**src/rtl/keyword_substitution_cipher_top_defines.svh**
```systemverilog
// Assertion macros for the keyword substitution cipher block.
`ifndef KEYWORD_SUBSTITUTION_CIPHER_TOP_DEFINES_SVH
`define KEYWORD_SUBSTITUTION_CIPHER_TOP_DEFINES_SVH

`ifndef SYNTHESIS

// same-cycle implication, sampled on clk, off while arst_n is low
`define KCS_ASSERT_NOW(lbl, ante, cons) \
	lbl: assert property (@(posedge clk) disable iff (!arst_n) (ante) |-> (cons)) \
		else $error("kcs check failed");

// next-cycle implication
`define KCS_ASSERT_NEXT(lbl, ante, cons) \
	lbl: assert property (@(posedge clk) disable iff (!arst_n) (ante) |=> (cons)) \
		else $error("kcs check failed");

`else

`define KCS_ASSERT_NOW(lbl, ante, cons)
`define KCS_ASSERT_NEXT(lbl, ante, cons)

`endif

`endif

```
**src/rtl/kcs_pkg.sv**
```systemverilog
// Shared constants, types and microcode ROM for the substitution cipher.
package kcs_pkg;

	// alphabet geometry
	localparam int ALPHABET_SIZE = 26;
	localparam int LW = $clog2(ALPHABET_SIZE);
	localparam int CW = $clog2(ALPHABET_SIZE + 1);
	localparam logic [7:0] LETTER_A = 8'h61;

	// item kinds
	localparam logic [1:0] KIND_CLEAR = 2'd0;
	localparam logic [1:0] KIND_KEY = 2'd1;
	localparam logic [1:0] KIND_TEXT = 2'd2;

	// datapath operations
	localparam int OPW = 3;
	localparam logic [OPW-1:0] OP_NONE = 3'd0;
	localparam logic [OPW-1:0] OP_CLEAR = 3'd1;
	localparam logic [OPW-1:0] OP_KEY = 3'd2;
	localparam logic [OPW-1:0] OP_BINIT = 3'd3;
	localparam logic [OPW-1:0] OP_BFILL = 3'd4;
	localparam logic [OPW-1:0] OP_LOOK = 3'd5;
	localparam logic [OPW-1:0] OP_OUT = 3'd6;

	// jump conditions
	localparam int JCW = 3;
	localparam logic [JCW-1:0] JC_ALWAYS = 3'd0;
	localparam logic [JCW-1:0] JC_ACCEPT = 3'd1;
	localparam logic [JCW-1:0] JC_DISPATCH = 3'd2;
	localparam logic [JCW-1:0] JC_LOOP = 3'd3;
	localparam logic [JCW-1:0] JC_OUTFREE = 3'd4;

	// microprogram steps
	localparam int STW = 3;
	localparam logic [STW-1:0] ST_FETCH = 3'd0;
	localparam logic [STW-1:0] ST_DISPATCH = 3'd1;
	localparam logic [STW-1:0] ST_CLEAR = 3'd2;
	localparam logic [STW-1:0] ST_KEY = 3'd3;
	localparam logic [STW-1:0] ST_BINIT = 3'd4;
	localparam logic [STW-1:0] ST_BFILL = 3'd5;
	localparam logic [STW-1:0] ST_LOOK = 3'd6;
	localparam logic [STW-1:0] ST_OUT = 3'd7;

	typedef struct packed {
		logic in_rdy;
		logic [OPW-1:0] op;
		logic [JCW-1:0] jc;
		logic [STW-1:0] target;
	} ucode_t;

	// sequencer to datapath
	typedef struct packed {
		logic in_rdy;
		logic [OPW-1:0] op;
	} kcs_ctrl_t;

	// datapath to sequencer
	typedef struct packed {
		logic accept;
		logic [1:0] kind;
		logic tables_ready;
		logic fill_last;
		logic out_free;
	} kcs_stat_t;

	// microcode ROM
	function automatic ucode_t ucode(input logic [STW-1:0] step);
		ucode_t w;
		w = '{in_rdy: 1'b0, op: OP_NONE, jc: JC_ALWAYS, target: ST_FETCH};
		case (step)
			ST_FETCH: w = '{in_rdy: 1'b1, op: OP_NONE, jc: JC_ACCEPT, target: ST_DISPATCH};
			ST_DISPATCH: w = '{in_rdy: 1'b0, op: OP_NONE, jc: JC_DISPATCH, target: ST_FETCH};
			ST_CLEAR: w = '{in_rdy: 1'b0, op: OP_CLEAR, jc: JC_ALWAYS, target: ST_FETCH};
			ST_KEY: w = '{in_rdy: 1'b0, op: OP_KEY, jc: JC_ALWAYS, target: ST_FETCH};
			ST_BINIT: w = '{in_rdy: 1'b0, op: OP_BINIT, jc: JC_ALWAYS, target: ST_BFILL};
			ST_BFILL: w = '{in_rdy: 1'b0, op: OP_BFILL, jc: JC_LOOP, target: ST_LOOK};
			ST_LOOK: w = '{in_rdy: 1'b0, op: OP_LOOK, jc: JC_ALWAYS, target: ST_OUT};
			ST_OUT: w = '{in_rdy: 1'b0, op: OP_OUT, jc: JC_OUTFREE, target: ST_FETCH};
			default: w = '{in_rdy: 1'b0, op: OP_NONE, jc: JC_ALWAYS, target: ST_FETCH};
		endcase
		return w;
	endfunction

endpackage

```
**src/rtl/kcs_if.sv**
```systemverilog
// Handshake channel interfaces: input items, result bytes, configuration.
interface kcs_item_if;
	logic valid;
	logic ready;
	logic [1:0] kind;
	logic [7:0] value;
	modport source (output valid, output kind, output value, input ready);
	modport sink (input valid, input kind, input value, output ready);
endinterface

interface kcs_out_if;
	logic valid;
	logic ready;
	logic [7:0] out_byte;
	modport source (output valid, output out_byte, input ready);
	modport sink (input valid, input out_byte, output ready);
endinterface

interface kcs_cfg_if;
	logic valid;
	logic ready;
	logic decrypt_mode;
	modport source (output valid, output decrypt_mode, input ready);
	modport sink (input valid, input decrypt_mode, output ready);
endinterface

```
**src/rtl/kcs_seq.sv**
```systemverilog
// Microcode sequencer: step counter, ROM fetch and conditional jumps.
module kcs_seq import kcs_pkg::*; (
	input logic clk,
	input logic arst_n,
	input kcs_stat_t stat,
	output kcs_ctrl_t ctrl
);

	logic [STW-1:0] step_q;
	logic [STW-1:0] step_d;
	ucode_t word;

	assign word = ucode(step_q);
	assign ctrl = '{in_rdy: word.in_rdy, op: word.op};

	// next step
	always_comb begin
		step_d = word.target;
		case (word.jc)
			JC_ALWAYS: step_d = word.target;
			JC_ACCEPT: step_d = stat.accept ? word.target : step_q;
			JC_DISPATCH: begin
				case (stat.kind)
					KIND_CLEAR: step_d = ST_CLEAR;
					KIND_KEY: step_d = ST_KEY;
					KIND_TEXT: step_d = stat.tables_ready ? ST_LOOK : ST_BINIT;
					default: step_d = word.target;
				endcase
			end
			JC_LOOP: step_d = stat.fill_last ? word.target : step_q;
			JC_OUTFREE: step_d = stat.out_free ? word.target : step_q;
			default: step_d = word.target;
		endcase
	end

	always_ff @(posedge clk or negedge arst_n) begin
		if (!arst_n) begin
			step_q <= ST_FETCH;
		end else begin
			step_q <= step_d;
		end
	end

endmodule

```
**src/rtl/kcs_dp.sv**
```systemverilog
// Datapath: key state, alphabet and inverse memories, output register.
module kcs_dp import kcs_pkg::*; (
	input logic clk,
	input logic arst_n,
	input kcs_ctrl_t ctrl,
	output kcs_stat_t stat,
	kcs_item_if.sink item,
	kcs_out_if.source result,
	kcs_cfg_if.sink cfg
);

	logic [1:0] kind_q;
	logic [7:0] value_q;
	logic decrypt_mode_q;
	logic [ALPHABET_SIZE-1:0] used_q;
	logic [CW-1:0] kc_q;
	logic ready_q;
	logic [CW-1:0] pos_q;
	logic [LW-1:0] l_q;
	logic out_valid_q;
	logic [7:0] out_byte_q;
	logic [LW-1:0] sub_rd_q;
	logic [LW-1:0] inv_rd_q;
	logic [LW-1:0] sub_mem [ALPHABET_SIZE];
	logic [LW-1:0] inv_mem [ALPHABET_SIZE];

	logic accept;
	logic [8:0] diff;
	logic is_letter;
	logic [LW-1:0] idx;
	logic key_ok;
	logic fill_ok;
	logic fill_last;
	logic out_free;
	logic sub_we;
	logic inv_we;
	logic [LW-1:0] sub_wa;
	logic [LW-1:0] sub_wd;
	logic [LW-1:0] inv_wa;
	logic [LW-1:0] inv_wd;
	logic [LW-1:0] mapped;

	// handshakes
	assign item.ready = ctrl.in_rdy;
	assign accept = item.valid && ctrl.in_rdy;
	assign cfg.ready = 1'b1;
	assign out_free = !out_valid_q || result.ready;
	assign result.valid = out_valid_q;
	assign result.out_byte = out_byte_q;

	// letter decode of the latched byte
	assign diff = {1'b0, value_q} - {1'b0, LETTER_A};
	assign is_letter = (value_q >= LETTER_A) && (diff < 9'(ALPHABET_SIZE));
	assign idx = diff[LW-1:0];

	assign key_ok = is_letter && !used_q[idx] && (kc_q < CW'(ALPHABET_SIZE));
	assign fill_ok = !used_q[l_q] && (pos_q < CW'(ALPHABET_SIZE));
	assign fill_last = (l_q == '0);

	assign stat = '{accept: accept, kind: kind_q, tables_ready: ready_q,
		fill_last: fill_last, out_free: out_free};

	// write port select: key append or fill
	always_comb begin
		sub_we = 1'b0;
		inv_we = 1'b0;
		sub_wa = kc_q[LW-1:0];
		sub_wd = idx;
		inv_wa = idx;
		inv_wd = kc_q[LW-1:0];
		if (ctrl.op == OP_KEY) begin
			sub_we = key_ok;
			inv_we = key_ok;
		end else if (ctrl.op == OP_BFILL) begin
			sub_we = fill_ok;
			inv_we = fill_ok;
			sub_wa = pos_q[LW-1:0];
			sub_wd = l_q;
			inv_wa = l_q;
			inv_wd = pos_q[LW-1:0];
		end
	end

	// substitution alphabet memory
	always_ff @(posedge clk) begin
		if (sub_we) begin
			sub_mem[sub_wa] <= sub_wd;
		end
		if (ctrl.op == OP_LOOK && is_letter) begin
			sub_rd_q <= sub_mem[idx];
		end
	end

	// inverse alphabet memory
	always_ff @(posedge clk) begin
		if (inv_we) begin
			inv_mem[inv_wa] <= inv_wd;
		end
		if (ctrl.op == OP_LOOK && is_letter) begin
			inv_rd_q <= inv_mem[idx];
		end
	end

	// input beat capture
	always_ff @(posedge clk or negedge arst_n) begin
		if (!arst_n) begin
			kind_q <= KIND_CLEAR;
			value_q <= '0;
		end else if (accept) begin
			kind_q <= item.kind;
			value_q <= item.value;
		end
	end

	// mode register
	always_ff @(posedge clk or negedge arst_n) begin
		if (!arst_n) begin
			decrypt_mode_q <= 1'b0;
		end else if (cfg.valid) begin
			decrypt_mode_q <= cfg.decrypt_mode;
		end
	end

	// key state and fill counters
	always_ff @(posedge clk or negedge arst_n) begin
		if (!arst_n) begin
			used_q <= '0;
			kc_q <= '0;
			ready_q <= 1'b0;
			pos_q <= '0;
			l_q <= '0;
		end else begin
			case (ctrl.op)
				OP_CLEAR: begin
					used_q <= '0;
					kc_q <= '0;
					ready_q <= 1'b0;
				end
				OP_KEY: begin
					if (key_ok) begin
						used_q[idx] <= 1'b1;
						kc_q <= kc_q + 1'b1;
						ready_q <= 1'b0;
					end
				end
				OP_BINIT: begin
					pos_q <= kc_q;
					l_q <= LW'(ALPHABET_SIZE - 1);
				end
				OP_BFILL: begin
					if (fill_ok) begin
						pos_q <= pos_q + 1'b1;
					end
					l_q <= l_q - 1'b1;
					if (fill_last) begin
						ready_q <= 1'b1;
					end
				end
				default: begin
				end
			endcase
		end
	end

	// result register
	assign mapped = decrypt_mode_q ? inv_rd_q : sub_rd_q;

	always_ff @(posedge clk or negedge arst_n) begin
		if (!arst_n) begin
			out_valid_q <= 1'b0;
		end else if (ctrl.op == OP_OUT && out_free) begin
			out_valid_q <= 1'b1;
		end else if (result.ready) begin
			out_valid_q <= 1'b0;
		end
	end

	always_ff @(posedge clk) begin
		if (ctrl.op == OP_OUT && out_free) begin
			out_byte_q <= is_letter ? (LETTER_A + 8'(mapped)) : value_q;
		end
	end

endmodule

```
**src/rtl/keyword_substitution_cipher_top.sv**
```systemverilog
// Clear and key beats pass the fetch, dispatch and their own step; a text beat passes
// fetch, dispatch, lookup and output steps to the result register. The first text beat
// after a key change adds a microcode loop of one fill step per letter, plus its setup step.
// One beat in flight at a time; the next beat is taken while a result waits in the output reg.
// Reset (arst_n low, async): empty key, tables not built, encrypt mode, no result pending.
`include "keyword_substitution_cipher_top_defines.svh"

// Top level: microcode sequencer driving the cipher datapath.
module keyword_substitution_cipher_top import kcs_pkg::*; (
	input logic clk,
	input logic arst_n,
	kcs_item_if.sink item,
	kcs_out_if.source result,
	kcs_cfg_if.sink cfg
);

	kcs_ctrl_t ctrl;
	kcs_stat_t stat;

	kcs_seq u_seq (
		.clk(clk),
		.arst_n(arst_n),
		.stat(stat),
		.ctrl(ctrl)
	);

	kcs_dp u_dp (
		.clk(clk),
		.arst_n(arst_n),
		.ctrl(ctrl),
		.stat(stat),
		.item(item),
		.result(result),
		.cfg(cfg)
	);

	// sequencer leaves the fetch step right after taking a beat
	`KCS_ASSERT_NEXT(a_busy_after_beat, item.valid && item.ready, !item.ready)
	// a new result only comes from the output step
	`KCS_ASSERT_NOW(a_result_from_out, $rose(result.valid), $past(ctrl.op == OP_OUT))
	// last fill step marks the tables ready
	`KCS_ASSERT_NEXT(a_fill_done, ctrl.op == OP_BFILL && stat.fill_last, stat.tables_ready)

endmodule
```
**src/flat_wrapper.sv**
```systemverilog
// flat-port wrapper written by rule: the top's interface ports become plain ports
module keyword_substitution_cipher_top_flat import kcs_pkg::*;
  (clk, arst_n, item_valid, item_kind, item_value, item_ready, result_valid, result_out_byte, result_ready, cfg_valid, cfg_decrypt_mode, cfg_ready);
  kcs_item_if item_i ();
  kcs_out_if result_i ();
  kcs_cfg_if cfg_i ();
  input logic clk;
  input logic arst_n;
  input wire logic [$bits(item_i.valid)-1:0] item_valid;
  input wire logic [$bits(item_i.kind)-1:0] item_kind;
  input wire logic [$bits(item_i.value)-1:0] item_value;
  output wire logic [$bits(item_i.ready)-1:0] item_ready;
  output wire logic [$bits(result_i.valid)-1:0] result_valid;
  output wire logic [$bits(result_i.out_byte)-1:0] result_out_byte;
  input wire logic [$bits(result_i.ready)-1:0] result_ready;
  input wire logic [$bits(cfg_i.valid)-1:0] cfg_valid;
  input wire logic [$bits(cfg_i.decrypt_mode)-1:0] cfg_decrypt_mode;
  output wire logic [$bits(cfg_i.ready)-1:0] cfg_ready;
  assign item_i.valid = item_valid;
  assign item_i.kind = item_kind;
  assign item_i.value = item_value;
  assign item_ready = item_i.ready;
  assign result_valid = result_i.valid;
  assign result_out_byte = result_i.out_byte;
  assign result_i.ready = result_ready;
  assign cfg_i.valid = cfg_valid;
  assign cfg_i.decrypt_mode = cfg_decrypt_mode;
  assign cfg_ready = cfg_i.ready;
  keyword_substitution_cipher_top u_core (.clk(clk), .arst_n(arst_n), .item(item_i), .result(result_i), .cfg(cfg_i));
endmodule
```
**config.mk**
```make
export PLATFORM = sky130hd
export DESIGN_NAME = keyword_substitution_cipher_top_flat
export DESIGN_NICKNAME = d
export VERILOG_FILES = /design/src/rtl/kcs_pkg.sv /design/src/rtl/kcs_if.sv /design/src/rtl/kcs_seq.sv /design/src/rtl/kcs_dp.sv /design/src/rtl/keyword_substitution_cipher_top.sv /design/src/flat_wrapper.sv
export VERILOG_INCLUDE_DIRS = /design/src /design/src/rtl
export SDC_FILE = /design/constraint.sdc
export NUM_CORES = 1
export LEC_CHECK = 0
export ABC_AREA = 0
export BUFFER_PORTS_ARGS = -buffer_cell sky130_fd_sc_hd__buf_2
export CAP_MARGIN = 20
export CORE_MARGIN = 2
export CORE_UTILIZATION = 40
export CTS_CLUSTER_DIAMETER = 100
export DETAILED_ROUTE_END_ITERATION = 7
export PLACE_DENSITY = 0.66
export RECOVER_POWER = 25
export SYNTH_ARGS = -nofsm -noshare
export SYNTH_HDL_FRONTEND = slang
export SYNTH_HIERARCHICAL = 1
export SYNTH_SLANG_ARGS = --single-unit
```
**constraint.sdc**
```tcl
create_clock -name clk -period 10.7 [get_ports clk]
set_clock_uncertainty 0.15 [all_clocks]
set_input_delay 2.14 -clock clk [delete_from_list [all_inputs] [get_ports clk]]
set_output_delay 2.14 -clock clk [all_outputs]
set_load 0.02 [all_outputs]
```
==> impl_metrics.env, run 1 <==
export IMPL_synth_compound_area_share=0.0620
export IMPL_drt_wl_total_mm=34.5
export IMPL_synth_edf_count=278
export IMPL_grt_pass1_vias=8870
export IMPL_clk_latency_ns=0.53
export IMPL_yosys_area_share_xor_xnor=0.00417
export IMPL_cap_violations=5
export IMPL_syn_inst=935
export IMPL_grt_use_total=0.184
export IMPL_ys_async_sr_fraction=0.170
export IMPL_multi_input_area_um2=4590
export IMPL_synth_area_leader_cell="edfxtp_1"
export IMPL_grt_setup_unrepaired="false"
export IMPL_crit_path_max_fanout=31
export IMPL_rows=70
export IMPL_io_pins=27
export IMPL_synth_fp_nets=967
export IMPL_cts_sinks=335
export IMPL_grt_ovfl_total=0
export IMPL_synth_top_area_share=0.568
export IMPL_synth_cell_types=67
export IMPL_synth_area_per_cell_um2=15.7
export IMPL_ir_drop_mv=0.150
export IMPL_final_cells=1460
export IMPL_drv_slew=181
export IMPL_cts_root_buffer="clkbuf_16"
export IMPL_comb_power_share=0.412
export IMPL_die_h_um=196
export IMPL_required_ns=10.71
export IMPL_ys_seq_area_frac=0.666
export IMPL_status="complete, but fails checks"
export IMPL_drive_above_1_share=0.206
export IMPL_cts_tree="built"
export IMPL_yosysMostFrequentCell="edfxtp_1"
export IMPL_fillerInstances=3078
export IMPL_postRouteAntennaNets=0
export IMPL_synth_main_ff_cell="edfxtp_1"
export IMPL_hold_viol=0
export IMPL_syn_to_final_growth_pct=12.0
export IMPL_synthAdderAreaFrac=0.0136
export IMPL_start_util=0.404
export IMPL_vias=8561
export IMPL_yosys_area_share_simple=0.0875
export IMPL_numCtsBuffers=35
export IMPL_fmax_mhz=141
export IMPL_dp_cells=1396
export IMPL_grt_pass1_wl_mm=53.7
export IMPL_crit_path_start_kind="register"
export IMPL_seq_area_um2=9770
export IMPL_vias_per_cell=5.86
export IMPL_ys_ff_latch=335
export IMPL_pwr_share_clk=0.222
export IMPL_powerDensity_nw_per_um2=324
export IMPL_place_congestion=0.851
export IMPL_drcViolationCount=0
export IMPL_post_drt_wl_per_cell_um=23.6
export IMPL_p_seq_frac=0.366
export IMPL_antenna_found_initial=0
export IMPL_diodes=0
export IMPL_period_needed_ns=7.07
export IMPL_core_area_um2=36300
export IMPL_failed_checks="capacitance limit, slew limit"
export IMPL_dp_hpwl_mm=22.4
export IMPL_grt_max_degree=70
export IMPL_setup_viol=0
export IMPL_max_slew_margin=-1.10
export IMPL_sw_frac_of_total=0.392
export IMPL_period_share=0.661
export IMPL_yosysWarnings=6
export IMPL_htree_levels=2
export IMPL_cp_data_arrival_time_ns=7.08
export IMPL_synth_cell_area_um2=14700
export IMPL_die_area_um2=38300
export IMPL_clk_pin_slew_ns=0.06
export IMPL_intPower_w=0.00324
export IMPL_synth_top_cells_by_count="278 x edfxtp_1, 72 x mux4_2, 72 x nand2_1, 57 x dfrtp_1, 55 x nor2_1"
export IMPL_switching_power_w=0.00209
export IMPL_cts_buffer_depth=3
export IMPL_p_leak_nw=5.64
export IMPL_finalSetupTns_ns=0
export IMPL_postCtsHoldBufs=0
export IMPL_chipWidth_um=196
export IMPL_nNetsFinal=999
export IMPL_numPortBuffers=25
export IMPL_hold_class="register to register"
export IMPL_tightest_slew_ns=3.15
export IMPL_first_pass_iters=5
export IMPL_initialDrtViolationCount=929
export IMPL_synth_top_family_by_area="multiplexers"
export IMPL_muxShareOfSynthArea=0.143
export IMPL_crit_type="register to register"
export IMPL_ctsResizeCount=0
export IMPL_end_kind="register"
export IMPL_synth_area_top_cells="edfxtp_1 57%, mux4_2 11%, dfrtp_1 9.7%"
export IMPL_cts_setup_buffers=0
## power by group through the flow
stage / Combinational, W / Sequential (W) / Clock [W]
finish: 0.00220 / 0.00195 / 0.00118
floorplan: 0.00149 / 0.00189 / 0
global route: 0.00236 / 0.00197 / 0.00125
global placement: 0.00220 / 0.00196 / 0
detailed placement: 0.00221 / 0.00197 / 0
CTS: 0.00222 / 0.00194 / 0.00120
## flip-flops by register name, summed over array words and instances, names as in the netlist
name / cells
u_core/u_dp/kc_q: 5
u_core/u_dp/kind_q: 2
u_core/u_dp/l_q: 5
u_core/u_dp/sub_mem: 130
u_core/u_dp/result.valid: 1
u_core/u_dp/pos_q: 5
u_core/u_dp/decrypt_mode_q: 1
u_core/u_dp/inv_mem: 130
u_core/u_dp/used_q: 26
u_core/u_dp/value_q: 8
u_core/u_dp/ready_q: 1
u_core/u_dp/inv_rd_q: 5
u_core/u_seq/step_q: 3
u_core/u_dp/result.out_byte: 8
u_core/u_dp/sub_rd_q: 5
## placed cells by master (no fill, tap or decap), types with 15 or more instances in the layout
master / count
a21oi_1: 16
a41oi_1: 27
buf_2: 25
clkbuf_16: 36
dfrtp_1: 57
edfxtp_1: 278
ha_1: 16
inv_1: 23
mux2_2: 15
mux2i_1: 30
mux4_2: 72
nand2_1: 72
nand3_1: 20
nor2_1: 55
nor3_1: 45
o21ai_0: 15
## final cells by class
class                   instances  share of cell area
flip-flops and latches        335               0.594
repair buffers                 50              0.0174
multi-input cells             521               0.279
well taps                     468              0.0356
clock buffers                  42              0.0579
inverters                      24             0.00548
clock inverters                20              0.0105
## final timing paths
check | start | end | slack (ns) | cells past startpoint
max | u_core/u_dp/value_q[0]$_DFFE_PN0P_ | u_core/u_dp/inv_mem[13][4]$_DFFE_PP_ | 3.63 | 8
min | u_core/u_dp/used_q[17]$_DFFE_PN0P_ | u_core/u_dp/used_q[17]$_DFFE_PN0P_ | 0.38 | 2
min in group asynchronous | arst_n | u_core/u_dp/pos_q[3]$_DFFE_PN0P_ | 2.62 | 2
max in group asynchronous | arst_n | u_core/u_dp/value_q[0]$_DFFE_PN0P_ | 6.00 | 2
max reg2reg | u_core/u_dp/value_q[0]$_DFFE_PN0P_ | u_core/u_dp/inv_mem[13][4]$_DFFE_PP_ | 3.63 | 8
min reg2reg | u_core/u_dp/used_q[17]$_DFFE_PN0P_ | u_core/u_dp/used_q[17]$_DFFE_PN0P_ | 0.38 | 2
## cell families after synthesis
kind of cell    count (synthesis)
flops                         335
buf+inv                        79
mux                           118
fa+ha+maj                      16
other cells                     1
simple gates                  261
xor+xnor                        7
compound gates                118
## worst max-delay path: stages, from the launching register on
cell and delay [ns]:
dfrtp_1 1.39, clkbuf_1 1.64, nor3_1 0.50, xnor2_1 0.27
clkbuf_1 0.25, a21oi_2 0.16, clkbuf_1 1.11, nand3_1 0.54
nor3_1 0.68
## metal layers
metal	up-vias	routed length, um	part of all wire	track usage
met5	-	0	0	0
met4	0	854	0.025	0.0633
met3	62	2430	0.070	0.0380
met2	347	17000	0.49	0.302
met1	4377	14300	0.41	0.245
li1	3775	-	-	-
## stage by stage
stage                     hold WS [ns]  utilization  power [W]  worst slack (ns)  area (um^2)
after floorplan                  0.327            -    0.00338              5.69        14700
after global placement           0.350        0.422    0.00417              5.72        15300
after detailed placement         0.365        0.423    0.00418              5.48        15400
after CTS                        0.378        0.454    0.00536              5.51        16500
after global routing             0.416        0.453    0.00558              2.91        16500
final                            0.381        0.453    0.00533              3.63        16500
No activity file was read; power rests on OpenSTA's default activity.
==> run 2, diff against run 1 <==
--- a/config.mk
+++ b/config.mk
@@ -6,14 +6,14 @@
 export SDC_FILE = /design/constraint.sdc
 export NUM_CORES = 1
 export LEC_CHECK = 0
-export ABC_AREA = 0
+export ABC_AREA = 1
 export BUFFER_PORTS_ARGS = -buffer_cell sky130_fd_sc_hd__buf_2
 export CAP_MARGIN = 20
 export CORE_MARGIN = 2
 export CORE_UTILIZATION = 40
 export CTS_CLUSTER_DIAMETER = 100
 export DETAILED_ROUTE_END_ITERATION = 7
-export PLACE_DENSITY = 0.66
+export PLACE_DENSITY = 0.68
 export RECOVER_POWER = 25
 export SYNTH_ARGS = -nofsm -noshare
 export SYNTH_HDL_FRONTEND = slang
==> constraint.sdc (replaced) <==
create_clock -name clk -period 6 [get_ports clk]
set_clock_uncertainty 0.15 [all_clocks]
set_input_delay 1.2 -clock clk [delete_from_list [all_inputs] [get_ports clk]]
set_output_delay 1.2 -clock clk [all_outputs]
set_load 0.02 [all_outputs]
==> impl_metrics.env, run 2 <==
export IMPL_io_pins=27
export IMPL_synth_fp_nets=1499
export IMPL_clk_latency_ns=0.51
export IMPL_start_util=0.405
export IMPL_period_needed_ns=5.10
export IMPL_powerDensity_nw_per_um2=527
export IMPL_status="complete, but fails checks"
export IMPL_syn_inst=1467
export IMPL_synth_area_per_cell_um2=10.4
export IMPL_cts_buffer_depth=3
export IMPL_intPower_w=0.00508
export IMPL_min_delay_path_depth=2
export IMPL_synth_top_area_share=0.549
export IMPL_dp_hpwl_mm=23.5
export IMPL_antenna_found_initial=0
export IMPL_final_cells=2002
export IMPL_synth_cell_area_um2=15200
export IMPL_drive_above_1_share=0.0785
export IMPL_grt_pass1_wl_mm=58.4
export IMPL_cts_tree="built"
export IMPL_setup_ws_ns=0.896
export IMPL_max_stage_delay_ns=1.16
export IMPL_syn_to_final_growth_pct=10.0
export IMPL_max_slew_margin=-1.14
export IMPL_required_ns=6.00
export IMPL_vias_per_cell=5.55
export IMPL_synth_area_leader_cell="edfxtp_1"
export IMPL_switching_power_w=0.00374
export IMPL_critPathMostFrequentCell="nand2_1"
export IMPL_postRouteAntennaNets=0
export IMPL_numPortBuffers=25
export IMPL_vias=11100
export IMPL_hp_start="u_core/u_dp/kind_q[0]$_DFFE_PN0P_"
export IMPL_crit_type="register to register"
export IMPL_post_drt_wl_per_cell_um=18.7
export IMPL_chipWidth_um=199
export IMPL_dp_slack_ns=1.22
export IMPL_ys_ff_latch=335
export IMPL_layout_commonest_cell="nand2_1"
export IMPL_fmax_mhz=196
export IMPL_drcViolationCount=0
export IMPL_crit_path_start_kind="register"
export IMPL_hold_class="register to register"
export IMPL_htree_levels=2
export IMPL_crit_path_cell_trace="clkinvlp_2, o21ai_0, nor2_1, inv_1, nand2_1, nand2_1, clkbuf_1, nand2_1, inv_1, nand2_4, nor2_1"
export IMPL_tightest_slew_ns=3.21
export IMPL_die_area_um2=39600
export IMPL_period_share=0.851
export IMPL_cts_root_buffer="clkbuf_16"
export IMPL_initialDrtViolationCount=999
export IMPL_critPathTopFamily="buffers and inverters"
export IMPL_layout_common_cells="283 x nand2_1, 278 x edfxtp_1, 208 x nor2_1"
export IMPL_drv_slew=120
export IMPL_first_pass_iters=6
export IMPL_finalSetupTns_ns=0
export IMPL_synth_cell_types=45
export IMPL_comb_power_share=0.412
export IMPL_yosysWarnings=6
export IMPL_grt_pass1_vias=10600
export IMPL_clk_pin_slew_ns=0.06
export IMPL_diodes=0
export IMPL_ys_seq_area_frac=0.643
export IMPL_synth_edf_count=278
export IMPL_ys_async_sr_fraction=0.170
export IMPL_failed_checks="capacitance limit, slew limit"
export IMPL_ir_drop_mv=0.279
export IMPL_cts_sinks=335
export IMPL_cap_violations=3
export IMPL_end_kind="register"
export IMPL_synth_area_top_cells="edfxtp_1 55%, dfrtp_1 9.4%, nand2_1 7.0%"
export IMPL_core_area_um2=37600
export IMPL_setup_viol=0
export IMPL_p_leak_nw=6.23
export IMPL_cts_setup_buffers=0
export IMPL_r2r_slack_ns=0.90
export IMPL_drt_wl_total_mm=37.5
export IMPL_grt_use_total=0.190
export IMPL_rr_worst_depth=11
export IMPL_grt_setup_unrepaired="false"
export IMPL_postCtsHoldBufs=0
export IMPL_p_seq_frac=0.361
export IMPL_grt_ovfl_total=0
export IMPL_worstReg2RegStart="u_core/u_seq/step_q[2]$_DFFE_PN0P_"
export IMPL_yosysMostFrequentCell="nand2_1"
export IMPL_top_regs="u_core/u_dp/inv_mem x130, u_core/u_dp/sub_mem x130, u_core/u_dp/used_q x26"
export IMPL_grt_max_degree=98
export IMPL_ctsResizeCount=0
export IMPL_place_congestion=0.904
export IMPL_crit_path_max_fanout=30
export IMPL_numCtsBuffers=35
export IMPL_power_total_w=0.00882
export IMPL_nNetsFinal=1500
export IMPL_cpMaxStageDelayCell="clkbuf_1"
export IMPL_synth_top_cells_by_count="282 x nand2_1, 278 x edfxtp_1, 207 x nor2_1, 151 x o21ai_0, 90 x nand3_1"
export IMPL_dp_cells=1942
export IMPL_synth_main_ff_cell="edfxtp_1"
export IMPL_regToRegEndpoint="u_core/u_dp/sub_mem[10][1]$_DFFE_PP_"
export IMPL_rows=71
export IMPL_die_h_um=199
export IMPL_min_to="u_core/u_dp/kind_q[0]$_DFFE_PN0P_"
export IMPL_hold_viol=0
export IMPL_cp_data_arrival_time_ns=5.10
export IMPL_critPathBufInv=4
export IMPL_critical_path_startpoint="u_core/u_seq/step_q[2]$_DFFE_PN0P_"
export IMPL_pwr_share_clk=0.227
export IMPL_sw_frac_of_total=0.424
==> run 2: cell count changes in the layout (fill, tap and decap cells not counted), sizes merged, moves of 27 or more <==
cell	delta
inv	+63
nand2	+228
a41oi	-27
o21ai	+139
a21oi	+42
mux2i	-29
nand3	+74
o22ai	+59
mux4	-72
nor2	+157
nor3	-39
==> run 2: kinds of logic (layout without fill, tap and decap cells) <==
group | Yosys count | in the layout | share of synthesized area
other | 1 | 1 | 0.000247
AO/OA/AOI/OAI | 311 | 311 | 0.114
flip-flops | 335 | 335 | 0.643
buffers and inverters | 168 | 192 | 0.0485
XOR/XNOR | 5 | 5 | 0.00288
AND/OR/NAND/NOR | 630 | 630 | 0.178
adder cells (fa/ha/maj) | 16 | 16 | 0.0132
multiplexers | 1 | 1 | 0.000658
==> run 2: metrics by stage <==
step	utilization	hold slack (ns)	cell area (um^2)
6_report	0.445	0.339	16700
5_1_grt	0.445	0.360	16700
2_1_floorplan	-	0.299	15200
3_5_place_dp	0.419	0.328	15700
4_1_cts	0.447	0.343	16800
3_3_place_gp	0.419	0.322	15700
==> run 2: layer usage <==
layer	track usage	part of all wire
met1	0.263	0.43
met2	0.302	0.46
met3	0.0305	0.082
met4	0.0694	0.029
met5	0	0
==> run 2: power by group through the flow <==
stage / Sequential (W) / Clock (W) / Combinational (W)
finish: 0.00318 / 0.00200 / 0.00363
global route: 0.00320 / 0.00213 / 0.00396
CTS: 0.00317 / 0.00203 / 0.00362
detailed placement: 0.00322 / 0 / 0.00359
global placement: 0.00322 / 0 / 0.00356
floorplan: 0.00311 / 0 / 0.00252
==> run 2: cell type report <==
class / count / area [um^2]
Clock buffer: 43 / 906
Clock inverter: 17 / 128
Fill cell: 3393 / 20800
Inverter: 86 / 327
Multi-Input combinational cell: 964 / 4690
Sequential cell: 335 / 9780
Tap cell: 511 / 639
Timing Repair Buffer: 46 / 262
==> run 2: worst max path at each step <==
stage / to / slack [ns] / cells after the start
floorplan: u_core/u_dp/sub_mem[21][0]$_DFFE_PP_ / 2.24 / 13
global placement: u_core/u_dp/sub_mem[20][2]$_DFFE_PP_ / 1.34 / 9
detailed placement: u_core/u_dp/sub_mem[6][4]$_DFFE_PP_ / 1.22 / 9
CTS: u_core/u_dp/sub_mem[6][4]$_DFFE_PP_ / 1.19 / 9
global route: u_core/u_dp/sub_mem[6][1]$_DFFE_PP_ / 0.49 / 11
finish: u_core/u_dp/sub_mem[10][1]$_DFFE_PP_ / 0.90 / 11
==> run 2: worst min-delay path: stages (launching register included) <==
cell and delay, ns:
dfrtp_1 0.34, nand2_1 0.05, nand2_1 0.06
